<file path="config.mk">
export PLATFORM = sky130hd
export DESIGN_NAME = mnas_seq
export DESIGN_NICKNAME = d
export VERILOG_FILES = /design/src/mnas_pkg.sv /design/src/mnas_seq.sv
export SDC_FILE = /design/constraint.sdc
export NUM_CORES = 1
export LEC_CHECK = 0
export ABC_AREA = 1
export BUFFER_PORTS_ARGS = -buffer_cell sky130_fd_sc_hd__buf_2
export CORE_MARGIN = 2
export CORE_UTILIZATION = 34
export DETAILED_ROUTE_END_ITERATION = 12
export HOLD_SLACK_MARGIN = 0.1
export SYNTH_ARGS = -nofsm -noshare
export SYNTH_HDL_FRONTEND = slang
export SYNTH_SLANG_ARGS = --single-unit
</file>
<file path="constraint.sdc">
create_clock -name clk -period 8.1 [get_ports clk]
set_clock_uncertainty 0.1 [all_clocks]
set_input_delay 1.215 -clock clk [delete_from_list [all_inputs] [get_ports clk]]
set_output_delay 1.215 -clock clk [all_outputs]
set_load 0.01 [all_outputs]
</file>
<file path="src/mnas_pkg.sv">
// Shared types, codes and default constants for the MNA element stamper.
// Used by every module under src; depends on nothing.
package mnas_pkg;

    localparam int MAX_NODES_DEF      = 1024;
    localparam int MAX_EXTRA_ROWS_DEF = 256;
    localparam int FRAC_BITS_DEF      = 16;

    localparam int TAG_W = 8;

    localparam logic [1:0] KIND_RES = 2'd0;
    localparam logic [1:0] KIND_CUR = 2'd1;
    localparam logic [1:0] KIND_VSRC = 2'd2;
    localparam logic [1:0] KIND_IND = 2'd3;

    localparam logic [1:0] TGT_MAT = 2'd0;
    localparam logic [1:0] TGT_RHS = 2'd1;
    localparam logic [1:0] TGT_ERR = 2'd2;

    localparam logic signed [31:0] SAT_MAX = 32'sh7FFF_FFFF;
    localparam logic signed [31:0] SAT_MIN = 32'sh8000_0000;

    typedef struct packed {
        logic new_epoch;
        logic rd_en;
        logic wr_en;
    } mark_ctl_t;

    typedef struct packed {
        logic busy;
        logic marked;
    } mark_sts_t;

    typedef struct packed {
        logic               emit;
        logic [1:0]         target;
        logic [10:0]        row;
        logic [10:0]        col;
        logic signed [31:0] value;
        logic               last;
    } beat_t;

endpackage

</file>
<file path="src/mnas_seq.sv">
// Per-element sequencer: checks, divider control, marked-node read/modify/write
// and result beat generation. Depends on mnas_pkg.
module mnas_seq
    import mnas_pkg::*;
#(
    parameter int MAX_NODES = MAX_NODES_DEF,
    parameter int MAX_EXTRA_ROWS = MAX_EXTRA_ROWS_DEF,
    parameter int FRAC_BITS = FRAC_BITS_DEF,
    localparam int AW = $clog2(MAX_NODES),
    localparam int ERW = $clog2(MAX_EXTRA_ROWS + 1)
)
(
    input  logic               clk,
    input  logic               rst_n,
    input  logic [10:0]        node_count,
    input  logic               in_valid,
    output logic               in_ready,
    input  logic               first_element,
    input  logic [1:0]         element_kind,
    input  logic [10:0]        node_plus,
    input  logic [10:0]        node_minus,
    input  logic signed [31:0] element_value,
    output mark_ctl_t          mark_ctl,
    output logic [AW-1:0]      mark_addr,
    input  mark_sts_t          mark_sts,
    output logic               div_start,
    output logic [30:0]        div_divisor,
    input  logic               div_done,
    input  logic signed [31:0] div_quot,
    output beat_t              beat,
    input  logic               out_free
);

    localparam logic [2:0] S_IDLE  = 3'd0;
    localparam logic [2:0] S_CHECK = 3'd1;
    localparam logic [2:0] S_DIV   = 3'd2;
    localparam logic [2:0] S_RDP   = 3'd3;
    localparam logic [2:0] S_RDM   = 3'd4;
    localparam logic [2:0] S_LATM  = 3'd5;
    localparam logic [2:0] S_WRM   = 3'd6;
    localparam logic [2:0] S_EMIT  = 3'd7;

    localparam logic signed [31:0] ONE     = 32'(64'd1 << FRAC_BITS);
    localparam logic signed [31:0] NEG_ONE = -ONE;

    logic [2:0]         state_reg, state_next;
    logic [1:0]         kind_reg, kind_next;
    logic [10:0]        np_reg, np_next;
    logic [10:0]        nm_reg, nm_next;
    logic signed [31:0] val_reg, val_next;
    logic [ERW-1:0]     xrc_reg, xrc_next;
    logic [10:0]        row_reg, row_next;
    logic               err_reg, err_next;
    logic [4:0]         mask_reg, mask_next;
    logic               pnew_reg, pnew_next;

    logic [10:0]        nodes;
    logic [10:0]        p1, m1;
    logic [4:0]         low;
    logic [4:0]         rest;
    logic               mnew;
    logic signed [31:0] neg_val;
    logic signed [31:0] neg_g;

    function automatic logic [AW-1:0] node_addr(input logic [10:0] n);
        logic [10:0] n1;
        n1 = n - 11'd1;
        return (n == 11'd0) ? '0 : AW'(n1);
    endfunction

    always_comb
    begin
        nodes   = (32'(node_count) > MAX_NODES) ? 11'(MAX_NODES) : node_count;
        p1      = np_reg - 11'd1;
        m1      = nm_reg - 11'd1;
        low     = mask_reg & (~mask_reg + 5'd1);
        rest    = mask_reg & ~low;
        neg_val = (val_reg == SAT_MIN) ? SAT_MAX : -val_reg;
        neg_g   = -div_quot;
        mnew    = (nm_reg != 11'd0) && !mark_sts.marked &&
                  !((nm_reg == np_reg) && pnew_reg);
    end

    always_comb
    begin
        state_next = state_reg;
        kind_next  = kind_reg;
        np_next    = np_reg;
        nm_next    = nm_reg;
        val_next   = val_reg;
        xrc_next   = xrc_reg;
        row_next   = row_reg;
        err_next   = err_reg;
        mask_next  = mask_reg;
        pnew_next  = pnew_reg;

        in_ready   = 1'b0;
        mark_ctl   = '0;
        mark_addr  = node_addr(np_reg);
        div_start  = 1'b0;
        beat       = '0;

        case (state_reg)
            S_IDLE:
            begin
                in_ready = !mark_sts.busy;
                if (in_valid && !mark_sts.busy)
                begin
                    kind_next = element_kind;
                    np_next   = node_plus;
                    nm_next   = node_minus;
                    val_next  = element_value;
                    err_next  = 1'b0;
                    mask_next = '0;
                    if (first_element)
                    begin
                        xrc_next           = '0;
                        mark_ctl.new_epoch = 1'b1;
                    end
                    state_next = S_CHECK;
                end
            end
            S_CHECK:
            begin
                if (!mark_sts.busy)
                begin
                    if ((np_reg > nodes) || (nm_reg > nodes))
                    begin
                        err_next   = 1'b1;
                        mask_next  = 5'b00001;
                        state_next = S_EMIT;
                    end
                    else
                    begin
                        case (kind_reg)
                            KIND_RES:
                            begin
                                if (val_reg[31] || (val_reg == '0))
                                begin
                                    err_next   = 1'b1;
                                    mask_next  = 5'b00001;
                                    state_next = S_EMIT;
                                end
                                else if ((np_reg == 11'd0) && (nm_reg == 11'd0))
                                begin
                                    state_next = S_IDLE;
                                end
                                else
                                begin
                                    div_start  = 1'b1;
                                    state_next = S_DIV;
                                    if (np_reg == 11'd0)
                                        mask_next = 5'b01000;
                                    else if (nm_reg == 11'd0)
                                        mask_next = 5'b00001;
                                    else
                                        mask_next = 5'b01111;
                                end
                            end
                            KIND_CUR:
                            begin
                                mask_next  = {3'b000, nm_reg != 11'd0, np_reg != 11'd0};
                                state_next = S_EMIT;
                            end
                            default:
                            begin
                                if (xrc_reg == ERW'(MAX_EXTRA_ROWS))
                                begin
                                    err_next   = 1'b1;
                                    mask_next  = 5'b00001;
                                    state_next = S_EMIT;
                                end
                                else
                                begin
                                    row_next   = 11'(32'(nodes) + 32'(xrc_reg));
                                    xrc_next   = xrc_reg + ERW'(1);
                                    state_next = S_RDP;
                                end
                            end
                        endcase
                    end
                end
            end
            S_DIV:
            begin
                if (div_done)
                begin
                    state_next = S_EMIT;
                end
            end
            S_RDP:
            begin
                mark_ctl.rd_en = 1'b1;
                mark_addr      = node_addr(np_reg);
                state_next     = S_RDM;
            end
            S_RDM:
            begin
                mark_ctl.rd_en = 1'b1;
                mark_addr      = node_addr(nm_reg);
                pnew_next      = (np_reg != 11'd0) && !mark_sts.marked;
                state_next     = S_LATM;
            end
            S_LATM:
            begin
                mark_ctl.wr_en = pnew_reg;
                mark_addr      = node_addr(np_reg);
                mask_next      = {mnew, mnew, pnew_reg, pnew_reg, kind_reg == KIND_VSRC};
                state_next     = S_WRM;
            end
            S_WRM:
            begin
                mark_ctl.wr_en = mask_reg[3];
                mark_addr      = node_addr(nm_reg);
                state_next     = S_EMIT;
            end
            S_EMIT:
            begin
                if (mask_reg == '0)
                begin
                    state_next = S_IDLE;
                end
                else
                begin
                    beat.emit = 1'b1;
                    beat.last = (rest == '0);
                    if (err_reg)
                    begin
                        beat.target = TGT_ERR;
                    end
                    else
                    begin
                        case (kind_reg)
                            KIND_RES:
                            begin
                                beat.target = TGT_MAT;
                                if (low[0])
                                begin
                                    beat.row = p1; beat.col = p1; beat.value = div_quot;
                                end
                                else if (low[1])
                                begin
                                    beat.row = p1; beat.col = m1; beat.value = neg_g;
                                end
                                else if (low[2])
                                begin
                                    beat.row = m1; beat.col = p1; beat.value = neg_g;
                                end
                                else
                                begin
                                    beat.row = m1; beat.col = m1; beat.value = div_quot;
                                end
                            end
                            KIND_CUR:
                            begin
                                beat.target = TGT_RHS;
                                if (low[0])
                                begin
                                    beat.row = p1; beat.value = neg_val;
                                end
                                else
                                begin
                                    beat.row = m1; beat.value = val_reg;
                                end
                            end
                            default:
                            begin
                                beat.target = TGT_MAT;
                                if (low[0])
                                begin
                                    beat.target = TGT_RHS;
                                    beat.row = row_reg; beat.value = val_reg;
                                end
                                else if (low[1])
                                begin
                                    beat.row = row_reg; beat.col = p1; beat.value = ONE;
                                end
                                else if (low[2])
                                begin
                                    beat.row = p1; beat.col = row_reg; beat.value = ONE;
                                end
                                else if (low[3])
                                begin
                                    beat.row = row_reg; beat.col = m1; beat.value = NEG_ONE;
                                end
                                else
                                begin
                                    beat.row = m1; beat.col = row_reg; beat.value = NEG_ONE;
                                end
                            end
                        endcase
                    end
                    if (out_free)
                    begin
                        mask_next = rest;
                        if (rest == '0)
                        begin
                            state_next = S_IDLE;
                        end
                    end
                end
            end
            default:
            begin
                state_next = S_IDLE;
            end
        endcase
    end

    assign div_divisor = val_reg[30:0];

    always_ff @(posedge clk or negedge rst_n)
    begin
        if (!rst_n)
        begin
            state_reg <= S_IDLE;
            xrc_reg   <= '0;
            err_reg   <= 1'b0;
            mask_reg  <= '0;
            pnew_reg  <= 1'b0;
        end
        else
        begin
            state_reg <= state_next;
            xrc_reg   <= xrc_next;
            err_reg   <= err_next;
            mask_reg  <= mask_next;
            pnew_reg  <= pnew_next;
        end
    end

    always_ff @(posedge clk)
    begin
        kind_reg <= kind_next;
        np_reg   <= np_next;
        nm_reg   <= nm_next;
        val_reg  <= val_next;
        row_reg  <= row_next;
    end

endmodule

</file>
-- Word level (Yosys, flattened, before mapping)
Cells that the tools add are included.
- $lt $le $gt $ge: 3
- $mul: 0
- equal/unequal tests: 28
- muxes and demuxes: 74
- bitwise operators: 8
- divide/modulo/power cells: 0
- reduce and logical (&&, ||, !) cells: 31
- add/subtract/negate cells: 7
- shift-type cells: 0
- operators by type and width (operator ; number):
    $mux 54 ; 6
    $mux 58 ; 2
    $mux 32 ; 3
    $neg 32->32 ; 2
    $pmux 32 s2 ; 1
    $mux 9 ; 6
    $mux 11 ; 4
    $mux 43 ; 1
    $mux 5 ; 8
    $eq 32x32->1 const B ; 1
    $logic_not 32->1 ; 1
    $mux 10 ; 3
    $mux 3 ; 9
    $pmux 12 s2 ; 1
    $pmux 3 s8 ; 1
    $gt 11x11->1 ; 2
    $logic_not 11->1 ; 2
    $pmux 11 s2 ; 1
    $reduce_bool 11->1 ; 2
    $sub 11x1->11 const B ; 2
    $pmux 5 s4 ; 1
    $ne 2x2->1 const B ; 9
    $pmux 9 s2 ; 1
    $mux 1 ; 17
    35 further kinds ; 65
- input bits: 107
- memories kept: 0
- logic and storage cells: 161
- latch bits: 0
- bits in writable memories: 0
- ROM bits: 0
- flip-flop bits (word level): 86
- output and inout bits: 104

-- Logic depth before layout (Yosys ltp)
- depth in word-level cells: 11
- depth in mapped cells: 21
- depth with buffers taken out: 21

-- Worst setup path after synthesis
OpenSTA, ideal clock, no wires.
- path kind: input to output
- start point: input port in_valid
- end point: output port mark_ctl[2] (netlist name)
- stages on the path: 4
- arrival time: 6.321 ns
- path slack: 0.464 ns
- buffers on the path: 0
- path through: inv_1 -> nor3_1 -> nand2_1 -> inv_1
- RTL lines (item ; RTL line ; RTL):
    from (decl) ; mnas_seq.sv:16 ; input logic in_valid,
    to (decl) ; mnas_seq.sv:23 ; output mark_ctl_t mark_ctl,

-- Worst setup path after layout
- start point: input port node_count[0]
- end point: output port div_start
- cells in the longest elaborated chain, start to end: 7
- ends and longest elaborated chain (item ; RTL line ; RTL):
    from (decl) ; mnas_seq.sv:15 ; input logic [10:0] node_count,
    $gt 11x11->1 ; mnas_seq.sv:73 ; nodes = (32'(node_count) > MAX_NODES) ? 11'(MAX_NODES) : node_count;
    $mux 11 (*) ; mnas_seq.sv:73 ;
    $gt 11x11->1 ; mnas_seq.sv:127 ; if ((np_reg > nodes) || (nm_reg > nodes))
    $logic_or 1x1->1 (*) ; mnas_seq.sv:127 ;
    $mux 1 (*) ; mnas_seq.sv:127 ;
    $mux 1 (*) ; mnas_seq.sv:125 ; if (!mark_sts.busy)
    $mux 1 (*) ; mnas_seq.sv:103 ; case (state_reg)
    to (decl) ; mnas_seq.sv:26 ; output logic div_start,
Mark *: on every way between the ends. The rest lies on a longest branch, timed or not.

==> results.cfg <==
[timing]
achievable-frequency_mhz = 196
setup_violations = 0
slew_headroom = 0.369
grt_setup_unrepaired = false
period_utilisation_layout = 0.629
layout_setup_ws_ns = 3.00
hold_slack_ns = 0.456
worst_slew_pin_slew_ns = 0.942
hold_violations = 0
final.setup.tns_ns = 0
final_max_slew_viol_count = 0
fin_crit_ns = 5.10

[clocking]
hold_fix_buffers_cts = 0
clock_tree.buffer_depth = 2
worst_setup_hold_path_clk_slew_ns = 0.08
clock_sink_count = 86
cts_tree = yes
insertion_delay_ns = 0.36
post_cts.repair.setup_buffers = 0
cts_root_buf = clkbuf_16
cts.htree.levels = 3
cts.repair.resized = 0
tritoncts.num_buffers = 9

[global_route]
grt_max_degree = 57
first_global_vias = 8986
grt_antenna_before_repair = 0
total_grt_usage = 0.224
first_pass_grt_wire_length_um = 49500
grt-ovfl-total = 0

[power]
netSwitchingPower_mw = 1.43
register_share_of_total_power = 0.232
p_int_mw = 1.29
switching_share = 0.525
pwr_density_cell_mw_per_mm2 = 260
power.share.clock = 0.155
power.leakage_nw = 4.97
worst_ir_drop_vdd_v = 0.000137
power.share.combinational = 0.614

[floorplan]
fp-row-count = 59
die-area_mm2 = 0.0281
floorplan.die.height_um = 168
initial_utilization = 0.348
core_area_mm2 = 0.0262
die-width_um = 168
boundaryPins = 211

[critical_path]
critical_path.reg2reg.startpoint = kind_reg[1]
critPathLaunchType = input pin
r2r_cells = 5
path_class = in2out
timing.reg2reg.setup_slack_ns = 5.02
arrival_ns = 3.78
worstSetupEndpointType = output port
r2r-end = row_reg[3]
cp_data_required_time_ns = 6.78
crit_path_max_fanout = 5

[worst_hold_path]
hold_path_class = reg2reg
number_of_cells_on_the_worst_hold_path = 2
beginning_of_the_worst_hold_path = mask_reg[4]
end_point_of_the_most_critical_hold_path = mask_reg[4]

[cells_and_area]
largest_register_ff_count = 32
antennaDiodeCount = 0
areaGrowthSynthToFinish_pct = 14.8
area_of_the_multi_input_gates_mm2 = 0.00553
layout.cells.most_common_list = nand2_1 (284), buf_2 (210), nor2_1 (185)
nFillCells = 2805
layout.nets = 1665
finalInstanceArea_mm2 = 0.0105
layout.cells.most_common = nand2_1
post_route_cells_drive_above_1_share = 0.196
layout.area.seq_mm2 = 0.00249
final_util = 0.399

[synthesis]
netlist_area_mm2 = 0.00911
yosys_warnings = 0
number_of_enable_flip_flop_cells_after_synthesis = 67
avgSynthCellArea_um2 = 6.70
yosysSeqAreaShare = 0.273
yosys_register_bits = 86
synth.distinct_cells = 55
most_frequently_used_flop_master_after_synthesis = edfxtp_1
async_flop_share = 0.221
syn-num-nets = 1506
number_of_instances_in_the_synthesized_netlist = 1361

[placement]
routabilityCongestion = 0.942
post_detailed_placement_cell_area_mm2 = 0.0102
pre_cts_ws_ns = 2.98
dp.final_hpwl_um = 25400
port-buffer-count = 210

[drt]
count_of_nets_left_with_antenna_violations_after_detail_routing = 0
detailed_router_iteration_count_before_antenna_repair = 5
routed_via_density = 5.26
drt-wirelength-per-cell_um = 17.5
wl_um = 32500
drt_iter0_drc = 911
route.vias.total = 9778
drt_drc_violations_left = 0

[run]
maxCapViolations = 0

[run_status]
run_status = completed
## stage by stage
stage	power (mW)	instances
floorplan	1.85	1361
global placement	2.29	1844
detailed placement	2.30	1844
CTS	2.73	1860
global route	2.96	1860
finish	2.72	1860
## critical path: stages
cell and delay, ns:
buf_2 0.11, nor4_1 0.26, a21oi_1 0.16, nor2_1 0.22, inv_1 0.13, ha_1 0.31, nand2_1 0.08, nor2_1 0.06
and2_1 0.15, nand2_1 0.05, nand3_1 0.06, nand2_1 0.12, nand2_1 0.11, nor2_1 0.26, nand2_1 0.10, nor3_1 0.20
buf_2 0.18
## worst max-delay path by stage
stage	startpoint	end	slack, ns	depth (start not counted)
after CTS	node_count[0]	div_start	2.97	17
after floorplan	in_valid	mark_ctl[2]	0.46	4
final	node_count[0]	div_start	3.00	17
after global placement	node_count[2]	div_start	3.08	19
after detailed placement	node_count[0]	div_start	2.98	17
after global routing	node_count[2]	div_start	2.68	19
## metal layers
layer  global-route usage  part of all wire
met5                    0                 0
met3               0.0277             0.063
met2                0.393              0.48
met4               0.0639             0.022
met1                0.290              0.43
## cell families (layout without fill, tap and decap cells)
family                   count (synthesis)  after routing  synth area share
adder cells (fa/ha/maj)                 38             38            0.0530
AND/OR/NAND/NOR                        653            653             0.317
AO/OA/AOI/OAI                          289            289             0.183
XOR/XNOR                                55             55            0.0529
buffers and inverters                  240            404             0.121
flip-flops                              86             86             0.273
## cells in the mapped netlist (18+ instances only)
library cell	instances	area (um^2)
nand2_1	284	1070
nor2_1	185	694
inv_1	159	597
a21oi_1	106	531
o21ai_0	88	440
nand3_1	76	380
edfxtp_1	67	2010
xor2_1	40	350
ha_1	37	463
buf_4	33	248
nor3_1	30	150
o211ai_1	21	158
dfrtp_1	19	475
clkbuf_1	18	67.6
## power by group through the flow
| stage | clock [mW] | combinational, mW | sequential [mW] |
|---|---|---|---|
| floorplan | 0 | 1.26 | 0.597 |
| global placement | 0 | 1.65 | 0.639 |
| detailed placement | 0 | 1.66 | 0.639 |
| CTS | 0.434 | 1.66 | 0.630 |
| global route | 0.453 | 1.86 | 0.638 |
| finish | 0.422 | 1.67 | 0.631 |
## final cells by class
cell class              count  area share
clock inverters             6     0.00502
flip-flops and latches     86       0.238
repair buffers            214       0.103
multi-input cells        1035       0.529
clock buffers              10      0.0219
well taps                 335      0.0401
inverters                 174      0.0634
Note: power is estimated with default switching activity, not from simulation.
