[config.mk]
export PLATFORM = sky130hd
export DESIGN_NAME = mnas_recip_div
export DESIGN_NICKNAME = d
export VERILOG_FILES = /design/src/mnas_pkg.sv /design/src/mnas_recip_div.sv
export SDC_FILE = /design/constraint.sdc
export NUM_CORES = 1
export LEC_CHECK = 0
export ABC_AREA = 0
export ABC_CLOCK_PERIOD_IN_PS = 3630
export BUFFER_PORTS_ARGS = -buffer_cell sky130_fd_sc_hd__buf_2
export CAP_MARGIN = 30
export CORE_AREA = 2 2 125 127
export CTS_CLUSTER_DIAMETER = 100
export DETAILED_ROUTE_END_ITERATION = 12
export DIE_AREA = 0 0 127 129
export PLACE_DENSITY = 0.62
export SETUP_SLACK_MARGIN = 0.5
export SYNTH_ARGS = -nofsm -noshare
export SYNTH_HDL_FRONTEND = slang
export SYNTH_SLANG_ARGS = --single-unit
export TNS_END_PERCENT = 1
[constraint.sdc]
create_clock -name clk -period 3.63 [get_ports clk]
set_input_delay 0.726 -clock clk [delete_from_list [all_inputs] [get_ports clk]]
set_output_delay 0.726 -clock clk [all_outputs]
set_load 0.005 [all_outputs]
[src/mnas_pkg.sv]
// Shared types, codes and default constants for the MNA element stamper.
// Used by every module under src; depends on nothing.
package mnas_pkg;

    localparam int MAX_NODES_DEF      = 1024;
    localparam int MAX_EXTRA_ROWS_DEF = 256;
    localparam int FRAC_BITS_DEF      = 16;

    localparam int TAG_W = 8;

    localparam logic [1:0] KIND_RES = 2'd0;
    localparam logic [1:0] KIND_CUR = 2'd1;
    localparam logic [1:0] KIND_VSRC = 2'd2;
    localparam logic [1:0] KIND_IND = 2'd3;

    localparam logic [1:0] TGT_MAT = 2'd0;
    localparam logic [1:0] TGT_RHS = 2'd1;
    localparam logic [1:0] TGT_ERR = 2'd2;

    localparam logic signed [31:0] SAT_MAX = 32'sh7FFF_FFFF;
    localparam logic signed [31:0] SAT_MIN = 32'sh8000_0000;

    typedef struct packed {
        logic new_epoch;
        logic rd_en;
        logic wr_en;
    } mark_ctl_t;

    typedef struct packed {
        logic busy;
        logic marked;
    } mark_sts_t;

    typedef struct packed {
        logic               emit;
        logic [1:0]         target;
        logic [10:0]        row;
        logic [10:0]        col;
        logic signed [31:0] value;
        logic               last;
    } beat_t;

endpackage

[src/mnas_recip_div.sv]
// Iterative restoring divider producing saturated floor(2^(2*FRAC_BITS) / R).
// One quotient bit per cycle; depends on mnas_pkg.
module mnas_recip_div
    import mnas_pkg::*;
#(
    parameter int FRAC_BITS = FRAC_BITS_DEF,
    localparam int QW = 2 * FRAC_BITS + 1,
    localparam int QRW = (QW > 32) ? QW : 32,
    localparam int CW = $clog2(QW + 1)
)
(
    input  logic               clk,
    input  logic               rst_n,
    input  logic               start,
    input  logic [30:0]        divisor,
    output logic               done,
    output logic signed [31:0] quotient
);

    logic          busy_reg;
    logic          done_reg;
    logic [CW-1:0] cnt_reg;
    logic [31:0]   rem_reg;
    logic [QRW-1:0] q_reg;
    logic [30:0]   dvs_reg;

    logic [31:0] rem_sh;
    logic [32:0] trial;
    logic        fits;
    logic [31:0] rem_next;

    always_comb
    begin
        rem_sh   = {rem_reg[30:0], (cnt_reg == CW'(QW))};
        trial    = {1'b0, rem_sh} - {2'b00, dvs_reg};
        fits     = !trial[32];
        rem_next = fits ? trial[31:0] : rem_sh;
    end

    always_ff @(posedge clk or negedge rst_n)
    begin
        if (!rst_n)
        begin
            busy_reg <= 1'b0;
            done_reg <= 1'b0;
            cnt_reg  <= '0;
        end
        else
        begin
            done_reg <= 1'b0;
            if (start)
            begin
                busy_reg <= 1'b1;
                cnt_reg  <= CW'(QW);
            end
            else if (busy_reg)
            begin
                cnt_reg <= cnt_reg - CW'(1);
                if (cnt_reg == CW'(1))
                begin
                    busy_reg <= 1'b0;
                    done_reg <= 1'b1;
                end
            end
        end
    end

    always_ff @(posedge clk)
    begin
        if (start)
        begin
            rem_reg <= '0;
            q_reg   <= '0;
            dvs_reg <= divisor;
        end
        else if (busy_reg)
        begin
            rem_reg <= rem_next;
            q_reg   <= {q_reg[QRW-2:0], fits};
        end
    end

    assign done     = done_reg;
    assign quotient = (|q_reg[QRW-1:31]) ? SAT_MAX : {1'b0, q_reg[30:0]};

endmodule

* Word level (Yosys, flattened, before mapping)
Index checks and enable logic that the tools add are counted.
** Storage, ports and cells
- Input port bits :: 34
- Register bits :: 103
- Word-level logic and storage cells :: 23
- Output and inout bits :: 33
** Cells by class
- Eq/ne operators :: 2
- Add/sub/neg operators :: 2
- Multiplexer cells :: 10
- Reduce and logical (&&, ||, !) cells :: 3
** Operators with widths (number)
- 31-bit 2-to-1 mux :: 2
- 32-bit by 31-bit subtractor with 33-bit output :: 1
- 6-bit 2-to-1 mux :: 2
- 6-bit by 1-bit == test with 1-bit output (second input constant) :: 1
- 6-bit == test (second input constant) :: 1
- 1-bit 2-to-1 mux :: 6
- 6-bit by 1-bit subtractor with 6-bit output (second input constant) :: 1
- 2-bit nonzero test :: 1
- 2-bit OR reduction :: 1
- 1-bit logical NOT :: 1

* Depth between registers and ports, before layout
Gate-level depths: netlist of run 1.
- Word-level depth :: 4
- Mapped depth :: 17
- Mapped depth without buffers :: 15

* Worst setup path before layout of run 1
OpenSTA, ideal clock, no wires.
- Kind :: register -> register
- Start :: register cnt_reg[1]
- End :: register rem_reg[14]
- Period minus slack after synthesis :: 3.580 ns
- Stages on the path, launching flop included :: 17
- Data required time :: 3.502 ns
- Arrival time :: 3.452 ns
- Setup slack :: 0.050 ns
- Path through :: dfrtp_1 inv_1 ha_1 nor4b_1 nand2_1 ha_1 fa_1 nand2b_1 a21o_1 a211oi_4 nor3_2 o31ai_4 o21a_1 buf_4 mux2_1 mux2i_1 nor2_1
** Between the ends
- Word-level cells in the longest chain between the ends :: 3
** RTL lines
- start, declared :: line mnas_recip_div.sv:22 : logic [CW-1:0] cnt_reg;
- start signal, assigned :: line mnas_recip_div.sv:54 : cnt_reg <= CW'(QW);
- start signal, assigned :: line mnas_recip_div.sv:58 : cnt_reg <= cnt_reg - CW'(1);
- 6-bit == test :: line mnas_recip_div.sv:34 : rem_sh = {rem_reg[30:0], (cnt_reg == CW'(QW))};
- 32-bit by 31-bit subtractor with 33-bit output :: line mnas_recip_div.sv:35 : trial = {1'b0, rem_sh} - {2'b00, dvs_reg};
- 31-bit 2-to-1 mux :: line mnas_recip_div.sv:37 : rem_next = fits ? trial[31:0] : rem_sh;
- end signal, assigned :: line mnas_recip_div.sv:78 : rem_reg <= rem_next;
- end, declared :: line mnas_recip_div.sv:23 : logic [31:0] rem_reg;
Every way passes these cells.
A chain may end at the register's enable or synchronous reset.

* Final worst setup path of run 1
- Start :: register cnt_reg[1]
- End :: register rem_reg[27]
Same word-level chain as after synthesis.

==> results of run 1 <==
==> Yosys cell counts, drive strengths merged, types with 4 or more instances <==
cell / count
o21ai: 19
nor2: 94
nor3: 10
buf: 11
nand2b: 7
dfxtp: 64
xor2: 8
or3: 33
and3: 4
nand2: 54
edfxtp: 31
a311oi: 20
o21a: 5
a21oi: 39
inv: 44
mux2i: 39
ha: 33
a21o: 11
a211oi: 14
nand3: 9
nand4: 6
clkbuf: 30
mux2: 4
dfrtp: 8
xnor2: 16
o21bai: 4
==> critical path: cells and delay by family (launching register included) <==
family,cells,cell delay [ps]
flops,1,400
fa+ha+maj,3,670
compound gates,5,1070
buf+inv,1,60
simple gates,5,1120
==> timing repair <==
item / CTS / global route
endpoints found under the hold margin: 0 / 0
setup buffers: 9 / 0
pin swaps: 4 / 11
gates resized for setup: 1 / 10
setup endpoints to repair: 32 / 32
==> per-stage QoR <==
step / instances / hold WS, ps
after CTS: 913 / 184
final: 913 / 197
after global placement: 888 / 458
after global routing: 913 / 195
after detailed placement: 888 / 464
after floorplan: 665 / 430
==> power groups by stage <==
stage | registers (mW) | logic (mW) | clock network (mW)
5_1_grt | 1.56 | 1.77 | 1.04
2_1_floorplan | 1.47 | 1.25 | 0
3_5_place_dp | 1.55 | 1.50 | 0
6_report | 1.53 | 1.57 | 0.964
3_3_place_gp | 1.55 | 1.47 | 0
4_1_cts | 1.53 | 1.55 | 0.995
==> layer usage <==
layer  part of all wire [%]  wire length, microns  GRT usage, %
met2                     46                  5970          27.2
met1                     47                  6180          20.7
met5                      0                     0             0
met4                    1.7                   223          6.21
met3                    5.6                   729          4.86
==> kinds of logic (layout without fill, tap and decap cells) <==
kind of cell    after synthesis  after routing  synth area share [%]
xor+xnor                     24             24                  3.54
fa+ha+maj                    34             34                  7.30
simple gates                232            232                  18.1
mux                          43             43                  7.34
flops                       103            103                  40.7
other cells                   1              1                0.0632
compound gates              142            142                  17.1
buf+inv                      86            146                  5.84
==> worst min path at each step <==
stage,slack (ps),cells after the start,start,end
2_1_floorplan,430,0,rst_n,busy_reg$_DFF_PN0_
3_3_place_gp,460,2,rem_reg[30]$_SDFFE_PP0P_,rem_reg[30]$_SDFFE_PP0P_
3_5_place_dp,460,2,rem_reg[30]$_SDFFE_PP0P_,rem_reg[30]$_SDFFE_PP0P_
4_1_cts,180,1,rst_n,cnt_reg[1]$_DFFE_PN0P_
5_1_grt,190,1,rst_n,cnt_reg[1]$_DFFE_PN0P_
6_report,200,1,rst_n,cnt_reg[0]$_DFFE_PN0P_
==> layout make-up <==
class | instances | area [sq um] | area share, %
Multi-Input combinational cell | 476 | 3240 | 47.3
Sequential cell | 103 | 2420 | 35.3
Timing Repair Buffer | 85 | 502 | 7.33
Clock buffer | 10 | 239 | 3.49
Tap cell | 188 | 235 | 3.44
Inverter | 45 | 169 | 2.47
Clock inverter | 6 | 51.3 | 0.749
==> metrics.md, run 1 <==
| Metric | Value |
|---|---|
| Die width | `127 microns` |
| Ys async rst share | `7.77%` |
| WS Path Type | `flop to flop` |
| Clock buffer count from CTS | `9` |
| Detail-routed via count per cell | `5.32` |
| Logic pwr share | `38.6%` |
| Util after Layout | `45.7%` |
| Clock Skew | `16.6 ps` |
| Dpl cell area | `6450 sq um` |
| Worst setup path startpoint | `cnt_reg[1]$_DFFE_PN0P_` |
| # H-tree levels | `3` |
| Critical Path End Type | `flop` |
| Flop pwr share | `37.7%` |
| Post-Synthesis Cells | `665` |
| Initial antenna violation count | `0` |
| Slowest stage delay, CP | `600 ps` |
| Top post-synthesis cells by area | `dfxtp_1 (22%), edfxtp_1 (16%), ha_1 (7.0%), mux2i_1 (6.6%), nor2_1 (5.9%)` |
| Crit path max fanout | `9` |
| Final instance area | `6850 sq um` |
| R2r endpoint | `rem_reg[27]$_SDFFE_PP0P_` |
| Critical Path RT | `3920 ps` |
| Synth unique cells | `66` |
| Leakage | `3.35 nW` |
| Clk buf depth | `2` |
| Setup violators final | `0` |
| Total core area | `15000 sq um` |
| Diode count | `0` |
| Post-DP HPWL | `9.09 mm` |
| Mapped Area | `5930 sq um` |
| Nets | `788` |
| Slew Limit Headroom | `42.4%` |
| Grt ovf | `0` |
| Largest register FFs | `33` |
| Detailed-route DRC error count | `0` |
| Cts hold-fix bufs | `0` |
| Row cnt | `45` |
| Antenna-violating nets left | `0` |
| DRT iter0 DRCs | `263` |
| P&R area growth vs syn | `15.5%` |
| Cell-internal power | `2.56 mW` |
| Pre-antenna DRT Iters | `4` |
| GPL Wtd Cong | `0.879` |
| Routed WL per cell | `14.4 microns` |
| CTS tree | `built` |
| Final Total Pwr | `4.06 mW` |
| RSZ-0062 raised after global routing | `true` |
| CP Data Arrival Time | `3690 ps` |
| Leading area contributor after synthesis | `dfxtp_1` |
| Post-synthesis sequential area ratio | `40.7%` |
| Die ar. | `16400 sq um` |
| Worst r2r path cells | `14` |
| CP endpoint | `rem_reg[27]$_SDFFE_PP0P_` |
| Setup TNS | `0 ps` |
| DP Worst Slack | `-18.4 ps` |
| Final period util | `93.8%` |
| Fillers | `1453` |
| Largest net degree at the start of global routing | `69` |
| CTS Sinks | `103` |
| Syn nets | `733` |
| First-pass GRT wire length | `22.3 mm` |
| Avg Synthesized Cell Area | `8.92 sq um` |
| Initial core utilization | `39.6%` |
| Slowest CP cell | `or4_1` |
| R2R setup slack | `220 ps` |
| Worst-path clk slew | `80 ps` |
| GR Util All Layers | `16.6%` |
| Die height | `129 microns` |
| Yosys reg bits | `103` |
| Vias | `4858` |
| Clk Latency, worst-skew pair | `360 ps` |
| Pwr Density | `594 nW/um^2` |
| Ys flop type | `dfxtp_1` |
| Final hold vios | `0` |
| Max Slew Vio Count | `0` |
| EDFF count, synth | `31` |
| Syn. warnings | `0` |
| Post-synth top area share | `21.6%` |
| Clock Power Share | `23.7%` |
| CP cell instances | `inv_2, ha_1, nor4b_4, nand2_1, ha_2, fa_2, nand2b_4, a21o_1, a211oi_4, nor3_4, o31ai_4, o21ai_2, or4_1, a211oi_2` |
| Most frequent cells in the layout | `nor2_1 (94), buf_2 (64), dfxtp_1 (64)` |
| Layout cell share with drive strength beyond 1 | `17.1%` |
| Most common cell after layout, fill and taps aside | `nor2_1` |
| Number of global-route vias before repair | `4770` |
| Port bufs | `65` |
| # IOs | `67` |
| Max Freq | `0.294 GHz` |
| R2r startpoint | `cnt_reg[1]$_DFFE_PN0P_` |
| Worst setup margin | `224 ps` |
| Post-route minimum period | `3410 ps` |
| CTS Root Cell | `clkbuf_16` |
| Hold Crit Class | `input pin to asynchronous set/reset pin` |
| Crit path launch type | `flop` |
| Maximum VDD drop | `0.000332 V` |
| Max-cap viol count | `0` |
| Status | `complete, no violations` |
| Total Wirelength | `13.1 mm` |
| Switching part of the total | `36.9%` |
| Sw Pwr | `1.50 mW` |
| Worst-margin pin slew | `863 ps` |
(Power assumes the default switching activity.)
==> inputs of run 2 (changes only) <==
--- a/config.mk
+++ b/config.mk
@@ -14,7 +14,7 @@
 export DETAILED_ROUTE_END_ITERATION = 12
 export DIE_AREA = 0 0 127 129
 export PLACE_DENSITY = 0.62
-export SETUP_SLACK_MARGIN = 0.5
+export SETUP_SLACK_MARGIN = 0.02
 export SYNTH_ARGS = -nofsm -noshare
 export SYNTH_HDL_FRONTEND = slang
 export SYNTH_SLANG_ARGS = --single-unit
==> metrics.md, run 2 (synthesized netlist as in run 1, its figures left out) <==
| Metric | Value |
|---|---|
| Status | `complete, no violations` |
| Slew Limit Headroom | `42.6%` |
| Initial core utilization | `39.6%` |
| # H-tree levels | `3` |
| Row cnt | `45` |
| DRT iter0 DRCs | `315` |
| Total Wirelength | `13.7 mm` |
| Die ar. | `16400 sq um` |
| Max Freq | `0.287 GHz` |
| # IOs | `67` |
| Clk buf depth | `2` |
| CTS Root Cell | `clkbuf_16` |
| Layout cell share with drive strength beyond 1 | `16.8%` |
| Clock Skew | `14.1 ps` |
| Leakage | `3.37 nW` |
| Detailed-route DRC error count | `0` |
| First-pass GRT wire length | `22.7 mm` |
| Port bufs | `65` |
| CP Depth | `16` |
| Dpl cell area | `6460 sq um` |
| Final hold vios | `0` |
| CTS tree | `built` |
| Post-DP HPWL | `9.58 mm` |
| Bufs and invs on worst path | `2` |
| CP cell instances | `inv_2, ha_4, nor4b_4, nand2_1, ha_2, fa_2, nand2b_4, a21o_1, a211oi_4, nor3_4, o31ai_4, o21a_1, buf_6, mux2_4, mux2i_1, nor2_1` |
| GR Util All Layers | `16.9%` |
| Final period util | `95.9%` |
| Nets | `789` |
| Total core area | `15000 sq um` |
| R2r endpoint | `rem_reg[16]$_SDFFE_PP0P_` |
| Worst setup margin | `149 ps` |
| Critical Path RT | `3860 ps` |
| Vias | `4913` |
| Final instance area | `6860 sq um` |
| Crit path max fanout | `5` |
| Setup violators final | `0` |
| Slowest stage delay, CP | `400 ps` |
| Cts hold-fix bufs | `0` |
| Initial antenna violation count | `0` |
| Pwr Density | `601 nW/um^2` |
| Diode count | `0` |
| Slowest CP cell | `dfrtp_1` |
| Die height | `129 microns` |
| Max-cap viol count | `0` |
| Crit path launch type | `flop` |
| Worst-path clk slew | `80 ps` |
| DP Worst Slack | `-50.8 ps` |
| CP Data Arrival Time | `3710 ps` |
| Post-route minimum period | `3480 ps` |
| R2R setup slack | `150 ps` |
| Worst setup path startpoint | `cnt_reg[1]$_DFFE_PN0P_` |
| CTS Sinks | `103` |
| Cell family with the largest share of critical-path delay | `compound AO/OA/AOI/OAI gates` |
| WS Path Type | `flop to flop` |
| Most frequent cells in the layout | `nor2_1 (94), buf_2 (64), dfxtp_1 (64)` |
| Antenna-violating nets left | `0` |
| Worst-margin pin slew | `859 ps` |
| Largest register FFs | `33` |
| RSZ-0062 raised after global routing | `true` |
| P&R area growth vs syn | `15.6%` |
| Pre-antenna DRT Iters | `5` |
| Clock buffer count from CTS | `9` |
| Hold Crit Class | `input pin to asynchronous set/reset pin` |
| Number of global-route vias before repair | `4652` |
| Detail-routed via count per cell | `5.38` |
| Clk Latency, worst-skew pair | `360 ps` |
| Maximum VDD drop | `0.000315 V` |
| Routed WL per cell | `15.0 microns` |
| Critical Path End Type | `flop` |
| R2r startpoint | `cnt_reg[1]$_DFFE_PN0P_` |
| Util after Layout | `45.8%` |
| CP endpoint | `rem_reg[16]$_SDFFE_PP0P_` |
| Max Slew Vio Count | `0` |
| GPL Wtd Cong | `0.889` |
| Grt ovf | `0` |
| Most common cell after layout, fill and taps aside | `nor2_1` |
| Die width | `127 microns` |
| Worst r2r path cells | `16` |
| Largest net degree at the start of global routing | `63` |
run 2: cell types whose count changed in the layout (fill, tap and decap cells not counted), sizes merged:
cell    previous run  this run
buf               85        86
clkbuf            10         9
inv               47        48
run 2: per-stage QoR:
stage	cells	power, mW	hold WS (ps)	setup TNS (ps)
2_1_floorplan	665	2.68	430	0
3_3_place_gp	894	3.04	472	0
3_5_place_dp	894	3.06	474	-158
4_1_cts	910	4.08	181	0
5_1_grt	914	4.40	186	-202
6_report	914	4.12	189	0
run 2: layout make-up:
cell class / instances / area [sq um]
clock buffer: 9 / 225
clock inverter: 7 / 81.3
fill: 1454 / 8120
inverter: 45 / 169
multi-input combinational: 476 / 3220
sequential: 103 / 2420
tap: 188 / 235
timing repair buffer: 86 / 509
run 2: where the power goes:
part           internal [mW]  switching (mW)
registers               1.35           0.178
logic                  0.719           0.882
clock network          0.494           0.501
total                   2.56            1.56
run 2: how the worst min path moves through the flow:
stage,start,end,cells past startpoint
floorplan,rst_n,busy_reg$_DFF_PN0_,0
global placement,rem_reg[30]$_SDFFE_PP0P_,rem_reg[30]$_SDFFE_PP0P_,2
detailed placement,rem_reg[30]$_SDFFE_PP0P_,rem_reg[30]$_SDFFE_PP0P_,2
CTS,rst_n,cnt_reg[1]$_DFFE_PN0P_,1
global route,rst_n,cnt_reg[1]$_DFFE_PN0P_,1
finish,rst_n,cnt_reg[1]$_DFFE_PN0P_,1
run 2: metal layers:
| layer | GRT usage, % | wire, microns |
|---|---|---|
| met3 | 3.91 | 617 |
| met5 | 0 | 0 |
| met2 | 27.6 | 6260 |
| met1 | 22.7 | 6610 |
| met4 | 4.59 | 194 |
run 2: repair_timing:
| item | CTS | global route |
|---|---|---|
| gates resized for setup | 1 | 12 |
| endpoints found under the setup margin | 10 | 26 |
| pin swaps | 1 | 8 |
| setup buffers | 0 | 4 |
==> inputs of run 3 (changes only) <==
--- a/config.mk
+++ b/config.mk
@@ -9,11 +9,11 @@
 export ABC_CLOCK_PERIOD_IN_PS = 3630
 export BUFFER_PORTS_ARGS = -buffer_cell sky130_fd_sc_hd__buf_2
 export CAP_MARGIN = 30
-export CORE_AREA = 2 2 125 127
+export CORE_AREA = 2 2 112 114
 export CTS_CLUSTER_DIAMETER = 100
 export DETAILED_ROUTE_END_ITERATION = 12
-export DIE_AREA = 0 0 127 129
-export PLACE_DENSITY = 0.62
+export DIE_AREA = 0 0 114 116
+export PLACE_DENSITY = 0.74
 export SETUP_SLACK_MARGIN = 0.02
 export SYNTH_ARGS = -nofsm -noshare
 export SYNTH_HDL_FRONTEND = slang
==> metrics.md, run 3 (synthesized netlist as in run 1, its figures left out) <==
| Metric | Value |
|---|---|
| Total core area | `11900 sq um` |
| Die ar. | `13200 sq um` |
| Worst-margin pin slew | `895 ps` |
| Util after Layout | `57.4%` |
| CP Data Arrival Time | `3740 ps` |
| Antenna-violating nets left | `0` |
| Clock buffer count from CTS | `9` |
| Clk buf depth | `2` |
| CTS Sinks | `103` |
| Slew Limit Headroom | `40.3%` |
| Clk Latency, worst-skew pair | `360 ps` |
| Die width | `114 microns` |
| Status | `complete, no violations` |
| Fillers | `1040` |
| Nets | `795` |
| Die height | `116 microns` |
| Worst-path clk slew | `70 ps` |
| Final instance area | `6830 sq um` |
| Pwr Density | `609 nW/um^2` |
| First-pass GRT wire length | `22.5 mm` |
| Largest net degree at the start of global routing | `66` |
| Max-cap viol count | `0` |
| Clock Skew | `9.99 ps` |
| Number of global-route vias before repair | `4876` |
| Port bufs | `65` |
| Total Wirelength | `13.4 mm` |
| Largest register FFs | `33` |
| Most common cell after layout, fill and taps aside | `nor2_1` |
| CTS tree | `built` |
| Final period util | `95.0%` |
| Diode count | `0` |
| Critical Path End Type | `flop` |
| Cts hold-fix bufs | `0` |
| Fin Hold WS | `195 ps` |
| Final Total Pwr | `4.16 mW` |
| RSZ-0062 raised after global routing | `true` |
| Most frequent cells in the layout | `nor2_1 (94), buf_2 (64), dfxtp_1 (64)` |
| Vias | `4989` |
| DRT iter0 DRCs | `291` |
| Detail-routed via count per cell | `5.68` |
| Grt ovf | `0` |
| Setup violators final | `0` |
| Layout cell share with drive strength beyond 1 | `17.1%` |
| Setup TNS | `0 ps` |
| # IOs | `67` |
| Multi-input logic area | `3200 sq um` |
| Final hold vios | `0` |
| Initial antenna violation count | `0` |
| Detailed-route DRC error count | `0` |
| Register Area | `2420 sq um` |
| Row cnt | `40` |
| Crit path max fanout | `4` |
| Dpl cell area | `6460 sq um` |
| Routed WL per cell | `15.2 microns` |
| Max Freq | `0.290 GHz` |
| Maximum VDD drop | `0.000451 V` |
| Critical Path RT | `3920 ps` |
| Crit path launch type | `flop` |
| GPL Wtd Cong | `0.938` |
| GR Util All Layers | `21.0%` |
| Max Slew Vio Count | `0` |
| Post-route minimum period | `3450 ps` |
| P&R area growth vs syn | `15.2%` |
| Leakage | `3.40 nW` |
| Hold Crit Class | `input pin to asynchronous set/reset pin` |
| Post-DP HPWL | `9.43 mm` |
| Pre-antenna DRT Iters | `5` |
| WS Path Type | `flop to flop` |
| Initial core utilization | `49.8%` |
| # H-tree levels | `3` |
| CTS Root Cell | `clkbuf_16` |
run 3: worst paths after layout:
kind	slack, ps	depth (start not counted)	from	to
worst max-delay path	180	16	cnt_reg[1]$_DFFE_PN0P_	rem_reg[30]$_SDFFE_PP0P_
worst min-delay path	200	1	rst_n	cnt_reg[0]$_DFFE_PN0P_
worst max register to register	180	16	cnt_reg[1]$_DFFE_PN0P_	rem_reg[30]$_SDFFE_PP0P_
worst min register to register	480	2	rem_reg[30]$_SDFFE_PP0P_	rem_reg[30]$_SDFFE_PP0P_
max in group asynchronous	3240	1	rst_n	busy_reg$_DFF_PN0_
min in group clk	480	2	rem_reg[30]$_SDFFE_PP0P_	rem_reg[30]$_SDFFE_PP0P_
run 3: metrics by stage:
stage | worst slack, ps | cells
global route | -23.8 | 879
floorplan | 50.3 | 665
finish | 180 | 879
detailed placement | -81.6 | 860
CTS | 35.2 | 877
global placement | 25.8 | 860
run 3: power by group:
part / total, mW / internal [mW] / switching [mW]
logic: 1.64 / 0.736 / 0.899
registers: 1.51 / 1.35 / 0.160
clock network: 1.01 / 0.544 / 0.469
run 3: critical path, cell delays in order, from the launching register on:
cell	delay, ps
dfrtp_1	380
inv_1	80
ha_1	150
nor4b_4	210
nand2_1	100
ha_2	200
fa_1	390
nand2b_4	170
a21o_1	210
a211oi_4	250
buf_4	170
o31ai_1	100
a21oi_1	270
nor2_1	80
o41ai_1	330
o221ai_1	160
a21oi_1	150
run 3: metal layers:
layer	vias to the layer above	track usage [%]	wire, microns
li1	2492	-	-
met1	2350	25.5	5950
met2	125	36.6	6530
met3	22	5.60	644
met4	0	6.59	247
met5	-	0	0
run 3: what timing repair did:
item,4_1_cts,5_1_grt
pin swaps,1,5
setup endpoints to repair,25,31
gates cloned,0,0
resized for setup,1,5
setup buffers,1,2
run 3: cell type report:
class | instances | area share, %
sequential | 103 | 35.4
tap | 147 | 2.69
multi-input combinational | 476 | 46.9
clock buffer | 11 | 3.86
timing repair buffer | 92 | 7.95
inverter | 45 | 2.47
clock inverter | 5 | 0.787
